`config.mk`:
```
export PLATFORM = sky130hd
export DESIGN_NAME = ncs_merge
export DESIGN_NICKNAME = d
export VERILOG_FILES = /design/src/rtl/core/ncs_pkg.sv /design/src/rtl/core/ncs_merge.sv
export SDC_FILE = /design/constraint.sdc
export NUM_CORES = 1
export LEC_CHECK = 0
export ABC_CLOCK_PERIOD_IN_PS = 5110
export CAP_MARGIN = 20
export CORE_MARGIN = 8
export CORE_UTILIZATION = 66
export CTS_CLUSTER_DIAMETER = 50
export DETAILED_ROUTE_END_ITERATION = 8
export DONT_BUFFER_PORTS = 1
export PLACE_DENSITY = 0.82
export SYNTH_ARGS = -nofsm -noshare
export SYNTH_HDL_FRONTEND = slang
export SYNTH_SLANG_ARGS = --single-unit
```
`constraint.sdc`:
```
create_clock -name clk -period 5.11 [get_ports clk]
set_input_delay 0.2555 -clock clk [delete_from_list [all_inputs] [get_ports clk]]
set_output_delay 0.2555 -clock clk [all_outputs]
set_load 0.02 [all_outputs]
```
`src/rtl/core/ncs_pkg.sv`:
```
package ncs_pkg;

  // default sizing
  localparam int DEF_NODE_CAPACITY = 1024;
  localparam int DEF_MAX_JOINTS    = 6;

  // fixed field widths
  localparam int INPUT_JOINTS = 6;
  localparam int JOINT_W      = 16;
  localparam int DIFF_W       = JOINT_W + 1;
  localparam int SQ_W         = 32;
  localparam int DIST_W       = 37;
  localparam int NI_W         = 10;
  localparam int ST_W         = 2;
  localparam int CMD_W        = 2;
  localparam int ACT_W        = 3;
  localparam int LCNT_W       = 4;
  localparam int IN_DATA_W    = INPUT_JOINTS * JOINT_W;
  localparam int OUT_DATA_W   = 48;

  localparam logic [ACT_W-1:0] ACT_RESET = 3'd6;

  // command codes
  localparam logic [CMD_W-1:0] CMD_INSERT = 2'd0;
  localparam logic [CMD_W-1:0] CMD_QUERY  = 2'd1;
  localparam logic [CMD_W-1:0] CMD_CLEAR  = 2'd2;

  // status codes
  localparam logic [ST_W-1:0] ST_OK    = 2'd0;
  localparam logic [ST_W-1:0] ST_EMPTY = 2'd1;
  localparam logic [ST_W-1:0] ST_FULL  = 2'd2;

  typedef enum logic [1:0] {
    S_IDLE,
    S_SCAN,
    S_FLUSH,
    S_DONE
  } state_t;

  // tag that travels with each node through the scan pipeline
  typedef struct packed {
    logic valid;
    logic first;
    logic last;
  } ctl_t;

endpackage

```
`src/rtl/core/ncs_merge.sv`:
```
module ncs_merge
  import ncs_pkg::*;
#(
  parameter int MAX_JOINTS = DEF_MAX_JOINTS,
  parameter int IDX_W      = 10
) (
  input  logic                             clk,
  input  logic                             rst_n,
  input  ctl_t                             in_ctl,
  input  logic [IDX_W-1:0]                 in_idx,
  input  logic [MAX_JOINTS-1:0][SQ_W-1:0]  sq,
  output logic                             done,
  output logic [IDX_W-1:0]                 best_idx,
  output logic [DIST_W-1:0]                best_dist
);

  ctl_t              ctl_s_r;
  logic [IDX_W-1:0]  idx_s_r;
  logic [DIST_W-1:0] sum_s_r;
  logic [DIST_W-1:0] sum_nxt;
  logic [IDX_W-1:0]  best_idx_r;
  logic [DIST_W-1:0] best_dist_r;
  logic              take;
  logic              done_r;

  // lane sum, exact over all lanes
  always_comb begin
    sum_nxt = '0;
    for (int j = 0; j < MAX_JOINTS; j++) begin
      sum_nxt = sum_nxt + DIST_W'(sq[j]);
    end
  end

  // strictly smaller wins, so ties keep the lower index
  assign take = ctl_s_r.valid && (ctl_s_r.first || (sum_s_r < best_dist_r));

  always_ff @(posedge clk) begin
    if (!rst_n) begin
      ctl_s_r <= '0;
      done_r  <= 1'b0;
    end else begin
      ctl_s_r <= in_ctl;
      done_r  <= ctl_s_r.valid && ctl_s_r.last;
    end
  end

  always_ff @(posedge clk) begin
    idx_s_r <= in_idx;
    sum_s_r <= sum_nxt;
    if (take) begin
      best_idx_r  <= idx_s_r;
      best_dist_r <= sum_s_r;
    end
  end

  assign done      = done_r;
  assign best_idx  = best_idx_r;
  assign best_dist = best_dist_r;

endmodule

```
==> impl_metrics.yaml <==
floorplan:
  rows: 41
  core-area_sq_um: 12700
  pin_count: 255
  dieArea_sq_um: 16900
  die_y_um: 130
  die_x_um: 130
  initial_core_util_pct: 67.9
cells_and_area:
  fin_util_pct: 72.7
  drive_above_1_share_pct: 2.07
  stdcell_count: 1088
  nFillCells: 937
  antenna_cells: 0
  syn2layout_area_growth_pct: 7.13
  final_net_count: 1312
global_routing:
  antenna_found_initial: 0
  grt_pass1_vias: 6092
  grt_max_degree: 26
  grt_pass1_wl_mm: 27.2
  grt-ovfl-total: 0
  groute.usage.overall_pct: 20.2
synthesis:
  synth_top_flop_cell: "dfxtp_1"
  avgSynthCellArea_sq_um: 9.62
  synth.distinct_cells: 47
  ys_warn_count: 0
  syn_area_sq_um: 8600
  synth-edff-count: 45
  synth_top_cell_by_area: "fa_1"
  synth_common_cells: "inv_1 (368), fa_1 (128), ha_1 (66)"
  yosysSeqAreaShare_pct: 27.1
  synth.area.top_cells: "fa_1 (30%), inv_1 (16%), edfxtp_1 (16%)"
  synth_top_area_share_pct: 29.8
  yosysMostFrequentCell: "inv_1"
  synth_seq_cells: 94
  async_flop_share_pct: 0
  synthCells: 894
timing:
  fmax_ghz: 0.227
  postLayoutSetupSlackWorst_ps: 713
  finalSetupViolCount: 0
  tightest_slew_ps: 1020
  hold_viol_final: 0
  relSlewSlack_pct: 30.1
  period_needed_ps: 4400
  slew_viol_final: 0
  period_share_pct: 86.0
  grt_setup_unrepaired: "false"
  finalSetupTns_ps: 0
  fin_skew_ps: 5.25
clock_network:
  clkSlewWorstSetupHoldPaths_ps: 60
  clk_latency_ps: 330
  clk_path_buf_depth: 2
  cts_max_level: 3
  clock_sinks: 94
  cts_buffers: 9
  cts_tree: "built"
  clockRootBuffer: "clkbuf_16"
power:
  combPwrFrac_pct: 60.4
  switchingPower_mw: 2.21
  intPower_mw: 2.87
  p_leak_nw: 5.08
  irDropWorstVdd_mv: 0.267
  seqPwrFrac_pct: 26.3
  p_total_mw: 5.07
  p_per_area_nw_per_um2: 550
  clock_power_share_pct: 13.3
  swShare_pct: 43.5
critical_path:
  critPathArrivalTime_ps: 4660
  end_kind: "register"
  criticalPathCategory: "input pin to register"
  r2r_start: "best_dist[25]"
  critPathLaunchType: "input pin"
  required_ps: 5370
  crit_path_start: "sq[2]"
  path_max_fanout: 5
placement:
  pre_cts_ws_ps: 401
  dp_cells: 1062
  gp_congestion: 0.882
  portBuffers: 0
  place_hpwl_mm: 14.8
worst_hold_path:
  hp-class: "input pin to register"
  hold_start: "in_ctl[2]"
run:
  max-cap-violations: 0
detailed_routing:
  wl_mm: 16.7
  viasPerCell: 5.05
  remaining_drc_errors: 0
  dr.pass1.iters: 4
  wl_per_cell_um: 15.3
  vias: 5496
  drt_iter0_markers: 192
  ant_nets: 0
outcome:
  status: "complete, no violations"
[power by group through the flow]
stage	registers [mW]	logic, mW	clock network [mW]
2_1_floorplan	1.29	2.44	0
6_report	1.33	3.07	0.675
3_5_place_dp	1.35	3.04	0
5_1_grt	1.36	3.49	0.716
4_1_cts	1.34	3.08	0.688
3_3_place_gp	1.34	2.94	0
[critical path: stages]
cell and delay, ps:
inv_1 30, fa_1 530, inv_1 50, fa_1 530, inv_1 50, fa_1 530, inv_1 40, ha_1 220
fa_1 430, a211oi_1 350, o21ai_1 160, a21oi_1 290, o21ai_1 230, a41oi_1 440, o211ai_1 170, a21oi_1 200
xnor2_1 130
[flip-flops by register name, indices dropped and copies added (netlist names)]
| register | cells |
|---|---|
| done | 1 |
| best_idx | 10 |
| best_dist | 35 |
| sum_s_r | 35 |
| ctl_s_r | 3 |
| idx_s_r | 10 |
[logic make-up (layout without fill, tap and decap cells)]
family          after synthesis  in the layout  share of synthesized area (%)
buf+inv                     374            395                           16.5
xor+xnor                     29             29                           2.95
other cells                   1              2                         0.0436
fa+ha+maj                   194            194                           39.4
flops                        94             94                           27.1
compound gates              128            128                           9.54
simple gates                 74             74                           4.52
[routing by layer]
layer | global-route usage, % | vias up | routed length, um
li1 | - | 2682 | -
met1 | 23.0 | 2586 | 6510
met2 | 36.4 | 205 | 8470
met3 | 4.57 | 23 | 1330
met4 | 7.51 | 0 | 369
met5 | 0 | - | 0
[through the flow]
step                hold WS [ps]  area (sq um)
floorplan                    283          8610
detailed placement           283          8810
CTS                         46.3          9220
global placement             283          8810
global route                63.8          9220
finish                      60.6          9220
[final timing paths]
check	slack, ps	end	depth (start not counted)
hold / removal	60	ctl_s_r[2]	1
hold reg to reg	400	best_idx[6]	0
setup / recovery	710	sum_s_r[32]	17
setup reg to reg	1340	best_idx[5]	10
[what timing repair did]
action / in CTS / in global routing
setup buffers: 0 / 0
setup endpoints to repair: 0 / 0
gates resized for setup: 0 / 0
hold buffers: 10 / 0
hold endpoints to repair: 10 / 0
[cell type report]
type | instances | area [sq um] | share of cell area (%)
multi-input cells | 427 | 4870 | 52.9
clock inverters | 5 | 73.8 | 0.801
repair buffers | 11 | 108 | 1.17
clock buffers | 11 | 233 | 2.52
flip-flops and latches | 94 | 2330 | 25.3
well taps | 172 | 215 | 2.33
inverters | 368 | 1380 | 15.0
[cell usage in the layout (no fill, tap or decap), types with 3 or more instances in the layout]
master	instances
and3_1	6
nand3_1	5
ha_1	66
inv_1	368
a31oi_1	8
edfxtp_1	45
xnor2_1	21
a21oi_1	41
nor3_1	7
o21ai_0	14
o21bai_1	5
a21o_1	30
o21ai_1	5
clkbuf_16	9
nand2b_1	3
a211oi_1	4
dfxtp_1	49
nor2b_1	5
xor2_1	8
o31ai_1	3
nor2_1	10
nand2_1	18
o21a_1	3
and2_1	5
dlygate4sd3_1	10
nand4_1	7
fa_1	128
Note: power is estimated with default switching activity, not from simulation.
