`src/rtl/core/ncs_pkg.sv`:
```
package ncs_pkg;

  // default sizing
  localparam int DEF_NODE_CAPACITY = 1024;
  localparam int DEF_MAX_JOINTS    = 6;

  // fixed field widths
  localparam int INPUT_JOINTS = 6;
  localparam int JOINT_W      = 16;
  localparam int DIFF_W       = JOINT_W + 1;
  localparam int SQ_W         = 32;
  localparam int DIST_W       = 37;
  localparam int NI_W         = 10;
  localparam int ST_W         = 2;
  localparam int CMD_W        = 2;
  localparam int ACT_W        = 3;
  localparam int LCNT_W       = 4;
  localparam int IN_DATA_W    = INPUT_JOINTS * JOINT_W;
  localparam int OUT_DATA_W   = 48;

  localparam logic [ACT_W-1:0] ACT_RESET = 3'd6;

  // command codes
  localparam logic [CMD_W-1:0] CMD_INSERT = 2'd0;
  localparam logic [CMD_W-1:0] CMD_QUERY  = 2'd1;
  localparam logic [CMD_W-1:0] CMD_CLEAR  = 2'd2;

  // status codes
  localparam logic [ST_W-1:0] ST_OK    = 2'd0;
  localparam logic [ST_W-1:0] ST_EMPTY = 2'd1;
  localparam logic [ST_W-1:0] ST_FULL  = 2'd2;

  typedef enum logic [1:0] {
    S_IDLE,
    S_SCAN,
    S_FLUSH,
    S_DONE
  } state_t;

  // tag that travels with each node through the scan pipeline
  typedef struct packed {
    logic valid;
    logic first;
    logic last;
  } ctl_t;

endpackage

```
`src/rtl/core/ncs_lane.sv`:
```
module ncs_lane
  import ncs_pkg::*;
(
  input  logic                      clk,
  input  logic                      lane_en,
  input  logic signed [JOINT_W-1:0] q,
  input  logic signed [JOINT_W-1:0] n,
  output logic        [SQ_W-1:0]    sq
);

  logic signed [DIFF_W-1:0]   diff_r;
  logic signed [DIFF_W-1:0]   diff_nxt;
  logic                       en_r;
  logic signed [2*DIFF_W-1:0] prod;
  logic        [SQ_W-1:0]     sq_r;
  logic        [SQ_W-1:0]     sq_nxt;

  // exact 17-bit difference
  assign diff_nxt = DIFF_W'(q) - DIFF_W'(n);

  // square always fits in 32 bits unsigned
  assign prod   = diff_r * diff_r;
  assign sq_nxt = en_r ? prod[SQ_W-1:0] : '0;

  always_ff @(posedge clk) begin
    diff_r <= diff_nxt;
    en_r   <= lane_en;
    sq_r   <= sq_nxt;
  end

  assign sq = sq_r;

endmodule

```
`config.mk`:
```
export PLATFORM = sky130hd
export DESIGN_NAME = ncs_lane
export DESIGN_NICKNAME = d
export VERILOG_FILES = /design/src/rtl/core/ncs_pkg.sv /design/src/rtl/core/ncs_lane.sv
export SDC_FILE = /design/constraint.sdc
export NUM_CORES = 1
export LEC_CHECK = 0
export BUFFER_PORTS_ARGS = -buffer_cell sky130_fd_sc_hd__buf_2
export CORE_MARGIN = 4
export CORE_UTILIZATION = 45
export CTS_CLUSTER_SIZE = 14
export DETAILED_ROUTE_END_ITERATION = 10
export GPL_TIMING_DRIVEN = 0
export PLACE_DENSITY_LB_ADDON = 0.05
export RECOVER_POWER = 25
export SLEW_MARGIN = 20
export SYNTH_ARGS = -nofsm -noshare
export SYNTH_HDL_FRONTEND = slang
export SYNTH_SLANG_ARGS = --single-unit
```
`constraint.sdc`:
```
create_clock -name clk -period 8.7 [get_ports clk]
set_clock_uncertainty 0.05 [all_clocks]
set_input_delay 0.435 -clock clk [delete_from_list [all_inputs] [get_ports clk]]
set_output_delay 0.435 -clock clk [all_outputs]
set_load 0.05 [all_outputs]
```
==> reports/summary.md, run 1 <==
The run finished with clean final reports. The initial core utilization was 0.460. The global placer's final weighted congestion was 0.850; the clock-pin slew reported for the worst setup and hold paths after clock tree synthesis was 0.07 ns.

The count of final hold-check violations was 0. The die span in x is 166 um, and the arrival time of data at the critical path endpoint is 7.53 ns. After detailed routing, the total wire length is 25,900 um. The startpoint identified for the worst hold timing path is lane_en. The H-tree was split into 2 levels. The tools report the number of design-rule violations left by the first detailed-router iteration as 347. Synthesis handed over a netlist of 1,210 instances. Buffers inserted to repair hold after CTS numbered 0.

The run gives 66 as the top-level port count. In this run the worst path has a maximum fanout of 10. For the total CTS buffers, the log shows 5. The minimum clock period after layout is 7.42 ns. The kind of capture point of the worst setup path was a flop.

The first global-routing pass estimated 43,400 um of wire. The tree built by TritonCTS fans out to 49 sinks. Number of synthesized flops with an enable pin: 0. After detailed routing, the number of vias per cell comes to 4.74.

During synthesis, Yosys emitted a total of 0 warnings. The depth of the most critical reg-to-reg path is 21. The critical path in this run is classified as reg2reg. The remaining antenna violation count is 0. The tools report the total standard cell area after synthesis as 11,300 sq um.

The startpoint identified for the worst register-to-register timing path is diff_r[5]. The mean instance size in the synthesized netlist came out at 9.30 sq um. In the layout the commonest cells are inv_1 (356), fa_1 (257), ha_1 (101). For the register area share after synthesis, the log shows 0.0872. The net count after synthesis came out at 1,602. The number of cells on the worst hold path was 1; the final number of setup-violating endpoints was 0.

Finished layout cell area: 12,100 sq um. The vertical die dimension is 166 um, and the number of diodes added for antenna fixing is 0. Setup repair after global routing left no endpoint under its margin. After detailed placement, the total cell area comes to 12,000 sq um. The required time of the worst setup path is 8.81 ns, and the final worst-path cycle share is 0.853. Total global-route track usage: 0.197. In this run the worst setup path begins at diff_r[5]. In this run the worst hold path is classified as in2reg. DRC violation count after routing: 0.

The commonest non-fill, non-tap cell in the layout was inv_1. The post-CTS setup buffer count was 0. The floorplan step defined a core boundary enclosing 24,500 sq um.

Hold is met by 0.184 ns. The most used flip-flop cell after synthesis is dfxtp_1. The root buffer cell chosen for the clock tree is clkbuf_16. Synthesis instantiated 53 different standard cells from the library. The aggregate negative setup slack is 0 ns.

The fraction of final layout cells sized beyond drive strength 1 came out at 0.0530. The tools report the kind of start point of the critical path as a flop. The synthesis-to-layout area growth was 7.69%; the number of nets in the layout was 1,673. The transition time at the pin with the least slew margin is 0.765 ns. Post-CTS repair changed the size of 0 cells.

Detailed placement finished with a half-perimeter wire length of 23,200 um. Counting flops and latches in the post-synthesis netlist gives 49. The run gives 0.490 as the worst slew margin relative to its limit.

Across the run, the number of max-cap violations was 0. The tools report the via count of the first global-routing pass as 8,226. The tools report the maximum number of pins on one net before global-route repair as 19. TritonCTS built the clock tree. For the number of rows in the core area, the log shows 57.

The max-slew violation total from the final report came out at 0. Global routing finished with a remaining overflow of 0. The deepest clock path buffer count came out at 2. The fraction of registers with async set/reset is 0, and the number of antenna violations at the first check in global routing is 1.

For this block, the via count after detailed routing is 7,609. During placement, the flow inserted port buffers numbering 64. The maximum achievable frequency was 0.135 GHz. The run gives 27,600 sq um as the floorplan die area.

In the final routed layout, each cell accounts on average for 16.1 um. Before antenna repair, the detailed router went through 4 iterations. For the insertion delay to the later sink of the worst-skew pair, the log shows 0.30 ns.
==> worst paths after layout <==
kind         slack [ns]     end
max                1.28  sq[22]
min                0.18    en_r
max reg2reg        1.28  sq[22]
min reg2reg        0.56  sq[30]
==> worst max-delay path, cell delays in order, from the launching register on <==
cell      delay (ns)
dfxtp_1         0.43
clkbuf_1        0.48
clkbuf_1        0.55
nand2_1         0.15
fa_1            0.55
inv_1           0.07
fa_1            0.50
inv_1           0.05
fa_1            0.53
inv_1           0.05
fa_1            0.45
fa_1            0.50
inv_1           0.06
fa_1            0.47
inv_1           0.06
ha_1            0.34
and3_1          0.22
a311o_1         0.40
a221oi_1        0.68
o221ai_1        0.28
xnor2_1         0.32
nor2_1          0.09
==> synthesized netlist by cell type (3+ instances only) <==
master    number  area share
inv_1        356        0.12
fa_1         257        0.46
ha_1         101        0.11
nand2_1       95       0.032
nor2_1        58       0.019
and2_1        53       0.029
dfxtp_1       49       0.087
xnor2_1       36       0.028
a21oi_1       26       0.012
clkbuf_1      26      0.0087
o21ai_0       16      0.0071
nor2b_1       15      0.0083
xor2_1        14       0.011
nor3_1        13      0.0058
nand2b_1      11      0.0061
a211oi_1       6      0.0040
a21o_1         6      0.0040
and3_1         6      0.0033
o21a_1         6      0.0040
o21ai_1        5      0.0022
or3_1          5      0.0028
mux2i_1        4      0.0036
nand3_1        4      0.0018
nand4_1        3      0.0017
o22ai_1        3      0.0017
or2_2          3      0.0017
==> final cells by class <==
class / instances / area (sq um)
fill: 2386 / 12300
multi-input combinational: 778 / 8830
clock buffer: 5 / 125
sequential: 49 / 981
tap: 324 / 405
buffer: 27 / 105
timing repair buffer: 64 / 302
inverter: 356 / 1340
clock inverter: 3 / 33.8
==> cells by family after synthesis <==
| logic type | count (synthesis) | share of synthesized area |
|---|---|---|
| muxes | 5 | 0.00456 |
| other | 1 | 0.000333 |
| adders and majority gates | 358 | 0.569 |
| AOI/OAI and AO/OA | 96 | 0.0576 |
| DFF | 49 | 0.0872 |
| and+or+nand+nor | 268 | 0.114 |
| buffers and inverters | 383 | 0.128 |
| xor gates and xnor gates | 50 | 0.0389 |
==> through the flow <==
step           utilization  setup WS, ns  std cells
6_report             0.495          1.28       1606
5_1_grt              0.495         0.820       1606
4_1_cts              0.496          1.24       1606
3_5_place_dp         0.490          1.23       1598
3_3_place_gp         0.490          1.20       1598
2_1_floorplan            -          2.54       1210
==> flip-flops by register name, summed over array words and instances (netlist names) <==
signal	count
diff_r	17
en_r	1
sq	31
==> layer usage <==
layer,vias to the layer above,global-route usage,routed length (um)
met5,-,0,7
met4,2,0.0377,573
met3,27,0.0221,1080
met2,132,0.345,12900
met1,3756,0.269,11300
li1,3692,-,-
Power of run 1 is not shown: default switching activity piles up to over one toggle a cycle in this logic, so the estimate is an artifact.
==> inputs of run 2 (changes only) <==
Settings changed: CORE_ASPECT_RATIO set to 1.25.
==> run 2 against run 1 <==
  * Non-clock buffer count unchanged
  * First-iteration DRC count down 7.5%
  * Count of clock-buffer cells in the layout is 1 higher
  * Via count rose by 1.0%
  * Highest routed layer is now met4
==> reports/summary.md, run 2 (same netlist as run 1, synthesis figures left out) <==
The minimum clock period after layout is 7.79 ns (was 7.42 ns). The tightest hold margin came out at 0.193 ns (was 0.184 ns). Number of nets in the layout: 1,673 (unchanged). Clock root buffer: clkbuf_16 (unchanged).

Total core area: 24,600 sq um (was 24,500 sq um). The tools report the reg-to-reg critical path endpoint as sq[24] (was sq[22]). The via count of the first global-routing pass was 8,695 (was 8,226).

The number of cells on the worst hold path came out at 1 (unchanged). The tools report the beginning of the critical path as diff_r[5] (unchanged). Setup repair after global routing left no endpoint under its margin. The via count is 7,685 (was 7,609), and the depth of the most critical reg-to-reg path is 21 (unchanged). The flow ran to the end, and the final reports show no timing, DRC or antenna violations. The initial core utilization came out at 0.458 (was 0.460). The max-slew violation total from the final report was 0 (unchanged). The remaining antenna violation count was 0 (unchanged).

The number of antenna violations at the first check in global routing was 1 (unchanged); the number of input and output port buffers inserted was 64 (unchanged). For the residual overflow from global routing, the log shows 0 (unchanged). The global placer's final weighted congestion came out at 0.853 (was 0.850). The register-to-register path setup slack was 0.91 ns (was 1.28 ns).

The start-to-end type of the worst setup path is reg2reg (unchanged). The CTS sink count is 49 (unchanged), and the worst slew margin relative to its limit is 0.298 (was 0.490). The logs give 0.30 ns (about the same) for the insertion delay to the later sink of the worst-skew pair and 7.96 ns (was 7.53 ns) for the arrival time of data at the critical path endpoint. The floorplan die area was 27,600 sq um (about the same); the average wire length per cell after detail routing was 16.4 um (was 16.1 um). The total routed wirelength was 26,400 um (was 25,900 um).

The number of flip-flops under the largest register name is 31 (unchanged), and the fraction of final layout cells sized beyond drive strength 1 is 0.0523 (was 0.0530). The total CTS buffers is 5 (unchanged), and the H-tree depth is 2 (unchanged). For the sum of net half-perimeters after detailed placement, the log shows 23,400 um (was 23,200 um). The clock-pin slew reported for the worst setup and hold paths after clock tree synthesis was 0.06 ns (was 0.07 ns). The transition time at the pin with the least slew margin was 1.05 ns (was 0.765 ns); the first-pass iteration count of the detailed router was 4 (unchanged). The number of maximum-capacitance constraint violations was 0 (unchanged); the number of diodes added for antenna fixing was 0 (unchanged).

TritonCTS built the clock tree. The post-CTS setup buffer count came out at 0 (unchanged). The kind of capture point of the worst setup path is a flop (unchanged).

The count of hold buffers inserted by post-cts repair was 0 (unchanged). The deepest clock path buffer count is 2 (unchanged). The tools report the final core utilization as 0.494 (was 0.495).

The placed standard-cell area is 12,000 sq um (about the same). Worst min-delay path category: in2reg (unchanged). The synthesis-to-layout area growth is 7.91% (was 7.69%), and the number of rows in the core area is 64 (was 57). The number of design-rule violations left by the first detailed-router iteration is 321 (was 347), and the maximum number of pins on one net before global-route repair is 16 (was 19). The kind of start point of the critical path was a flop (unchanged). Count of final hold-check violations: 0 (unchanged). Most frequent cells in the layout: inv_1 (356), fa_1 (257), ha_1 (101) (unchanged).

The worst hold endpoint is en_r (unchanged). The total global-route track usage is 0.208 (was 0.197), and the vertical die dimension is 185 um (was 166 um). The tools report the worst min-delay path startpoint as lane_en (unchanged). For the finished layout cell area, the log shows 12,100 sq um (about the same).

The commonest non-fill, non-tap cell in the layout was inv_1 (unchanged). The post-cts repair resize count is 0 (unchanged), and the die span in x is 149 um (was 166 um). The DRC violation count after routing was 0 (unchanged). The number of vias per cell after detailed routing was 4.77 (was 4.74). The first-pass GRT wire length came out at 44,200 um (was 43,400 um). The tools report the required time of the worst setup path as 8.87 ns (was 8.81 ns).

The launch point of the worst reg-to-reg path was diff_r[5] (unchanged). The maximum achievable frequency is 0.128 GHz (was 0.135 GHz), and the aggregate negative setup slack is 0 ns (unchanged). The top-level port count came out at 66 (unchanged). The final worst-path cycle share was 0.895 (was 0.853). The peak fanout along the critical path is 10 (unchanged), and the final number of setup-violating endpoints is 0 (unchanged).
-- run 2: routing by layer --
metal,track usage,share of wire,wire length [um]
met2,0.407,0.56,14800
met1,0.245,0.38,10200
met3,0.0213,0.035,918
met5,0,0,0
met4,0.0421,0.022,588
-- run 2: layout make-up --
class	instances	area (sq um)
Buffer	27	105
Clock buffer	6	139
Clock inverter	2	37.5
Fill cell	2489	12400
Inverter	356	1340
Multi-Input combinational cell	778	8830
Sequential cell	49	981
Tap cell	330	413
Timing Repair Buffer	64	300
-- run 2: through the flow --
| stage | instances | setup slack [ns] |
|---|---|---|
| after floorplan | 1210 | 2.54 |
| after global placement | 1604 | 0.911 |
| after detailed placement | 1604 | 0.932 |
| after CTS | 1612 | 0.906 |
| after global routing | 1612 | 0.514 |
| final | 1612 | 0.914 |
-- run 2: worst max-delay path by stage --
stage / endpoint / slack (ns)
after global routing: sq[24] / 0.51
after detailed placement: sq[24] / 0.93
after floorplan: sq[31] / 2.54
final: sq[24] / 0.91
after global placement: sq[24] / 0.91
after CTS: sq[24] / 0.91
-- run 2: worst max-delay path, cell delays in order (launching register included) --
cell and delay [ns]:
dfxtp_1 0.46, clkbuf_1 0.61, clkbuf_1 0.58, nand2_1 0.15, fa_1 0.56, inv_1 0.07, fa_1 0.50, inv_1 0.05
fa_1 0.53, inv_1 0.05, fa_1 0.46, fa_1 0.49, inv_1 0.05, fa_1 0.47, inv_1 0.04, ha_1 0.33
and3_1 0.22, a311o_1 0.40, a221oi_1 0.89, o22ai_1 0.25, o41ai_2 0.29, mux2i_1 0.20
Power of run 2 is left out for the same reason.
==> inputs of run 3 (changes only) <==
Settings changed: CORE_UTILIZATION 45 to 50.
==> run 3 against run 2 <==
  * Die area fell by 9.5%
  * Global-route usage is 1.1 points higher
  * Via count up 0.13%
  * Hold slack better by 0.0046 ns
  * Cell count is 3.0% lower
  * Count of clock-buffer cells in the layout up 1
  * Worst setup slack better by 0.12 ns
  * First-iteration DRC count down 0.31%
  * Wire length shrank 3.7%
  * Register-to-register slack improved by 0.12 ns
  * Core utilization grew 4.9 points
  * Critical endpoint unchanged
  * Largest cell class unchanged
==> reports/summary.md, run 3 (same netlist as run 1, synthesis figures left out) <==
The flow ran to the end, and the final reports show no timing, DRC or antenna violations. The tools report the total core area as 22,200 sq um (was 24,600 sq um). Number of design-rule violations left by the first detailed-router iteration: 320 (was 321).

Worst min-delay path category: in2reg (unchanged). The logs give 1,673 (unchanged) for the number of nets in the layout and 8.87 ns (about the same) for the required time of the worst setup path. The synthesis-to-layout area growth was 7.08% (was 7.91%); the total routed wirelength was 25,500 um (was 26,400 um). The number of diodes added for antenna fixing came out at 0 (unchanged).

The tools report the post-cts repair resize count as 0 (unchanged). DRC violation count after routing: 0 (unchanged). The via count is 7,695 (was 7,685), and the total CTS buffers is 5 (unchanged).

The die span in x works out to 142 um (was 149 um). TritonCTS built the clock tree. The top-level port count is 66 (unchanged), and the number of rows in the core area is 61 (was 64). The logs give 0.130 GHz (was 0.128 GHz) for the maximum achievable frequency and 22,400 um (was 23,400 um) for the sum of net half-perimeters after detailed placement.

Count of hold buffers inserted by post-cts repair: 0 (unchanged). The insertion delay to the later sink of the worst-skew pair is 0.30 ns (about the same). Number of input and output port buffers inserted: 64 (unchanged).

The tools report the total global-route track usage as 0.219 (was 0.208). The tools report the kind of start point of the critical path as a flop (unchanged). The via count of the first global-routing pass was 8,420 (was 8,695). Max-slew violation total from the final report: 0 (unchanged). The arrival time of data at the critical path endpoint was 7.84 ns (was 7.96 ns); the CTS sink count was 49 (unchanged).

Most frequent cells in the layout: inv_1 (356), fa_1 (257), ha_1 (101) (unchanged). The run gives 25,000 sq um (was 27,600 sq um) as the floorplan die area. The number of fillers in the final layout is 2,118 (was 2,489).

The vertical die dimension was 176 um (was 185 um); the remaining antenna violation count was 0 (unchanged). The average wire length per cell after detail routing was 16.3 um (was 16.4 um). Deepest clock path buffer count: 2 (unchanged). Setup repair after global routing left no endpoint under its margin. Kind of capture point of the worst setup path: a flop (unchanged). The first-pass iteration count of the detailed router came out at 4 (unchanged).

The number of maximum-capacitance constraint violations is 0 (unchanged). The first-pass GRT wire length came out at 42,600 um (was 44,200 um). For the global placer's final weighted congestion, the log shows 0.918 (was 0.853). Beginning of the critical path: diff_r[5] (unchanged). H-tree depth: 2 (unchanged).

The worst slew margin relative to its limit was 0.349 (was 0.298); the number of flip-flops under the largest register name was 31 (unchanged). The final worst-path cycle share was 0.882 (was 0.895). The minimum clock period after layout was 7.67 ns (was 7.79 ns); the initial core utilization was 0.507 (was 0.458). Clock-pin slew reported for the worst setup and hold paths after clock tree synthesis: 0.06 ns (about the same). The start-to-end type of the worst setup path was reg2reg (unchanged). The number of vias per cell after detailed routing is 4.92 (was 4.77). The peak fanout along the critical path came out at 10 (unchanged). The run gives 0 (unchanged) as the post-CTS setup buffer count.

The run gives 0 (unchanged) as the count of final hold-check violations. The tools report the maximum number of pins on one net before global-route repair as 14 (was 16). The aggregate negative setup slack was 0 ns (unchanged). The number of antenna violations at the first check in global routing came out at 1 (unchanged). The tools report the launch point of the worst reg-to-reg path as diff_r[5] (unchanged). Transition time at the pin with the least slew margin: 0.976 ns (was 1.05 ns). The worst min-delay path startpoint is lane_en (unchanged). The final number of setup-violating endpoints was 0 (unchanged); the fraction of final layout cells sized beyond drive strength 1 was 0.0507 (was 0.0523). The commonest non-fill, non-tap cell in the layout is inv_1 (unchanged).

Residual overflow from global routing: 0 (unchanged). Clock root buffer: clkbuf_16 (unchanged).
[run 3: cell count changes in the layout (fill, tap and decap cells not counted), sizes merged]
cell,before,now
clkbuf,48,49
bufinv,1,0
clkinvlp,1,0
[run 3: layout make-up]
type | instances | area (sq um) | share of cell area
Tap cell | 283 | 354 | 0.0294
Sequential cell | 49 | 981 | 0.0814
Clock buffer | 7 | 143 | 0.0118
Buffer | 27 | 105 | 0.00872
Multi-Input combinational cell | 778 | 8830 | 0.733
Timing Repair Buffer | 64 | 300 | 0.0249
Inverter | 356 | 1340 | 0.111
[run 3: path summary, 6_finish.rpt]
| check | depth (start not counted) | slack [ns] | to |
|---|---|---|---|
| setup reg to reg | 21 | 1.03 | sq[24] |
| hold / removal | 1 | 0.20 | en_r |
| hold reg to reg | 2 | 0.57 | sq[20] |
| setup / recovery | 21 | 1.03 | sq[24] |
[run 3: critical path, stage by stage (launching register included)]
cell and delay (ns):
dfxtp_1 0.45, clkbuf_1 0.54, clkbuf_1 0.52, nand2_1 0.14, fa_1 0.56, inv_1 0.07
fa_1 0.50, inv_1 0.06, fa_1 0.53, inv_1 0.05, fa_1 0.46, fa_1 0.49
inv_1 0.05, fa_1 0.47, inv_1 0.05, ha_1 0.34, and3_1 0.22, a311o_1 0.40
a221oi_1 0.83, o22ai_1 0.25, o41ai_2 0.32, mux2i_1 0.22
[run 3: stage by stage]
stage	area (sq um)	std cells	setup slack (ns)	hold WS (ns)	utilization
finish	12100	1564	1.03	0.198	0.543
global placement	11900	1557	0.975	0.488	0.537
floorplan	11300	1210	2.54	0.413	-
detailed placement	11900	1557	0.985	0.489	0.537
CTS	12100	1564	0.972	0.192	0.543
global route	12100	1564	0.521	0.196	0.543
[run 3: per-layer routing]
layer  share of wire  global-route usage  up-vias
li1                -                   -     3691
met1            0.39               0.264     3834
met2            0.55               0.421      135
met3           0.036              0.0234       35
met4           0.022              0.0416        0
met5               0                   0        -
Power of run 3 is left out for the same reason.
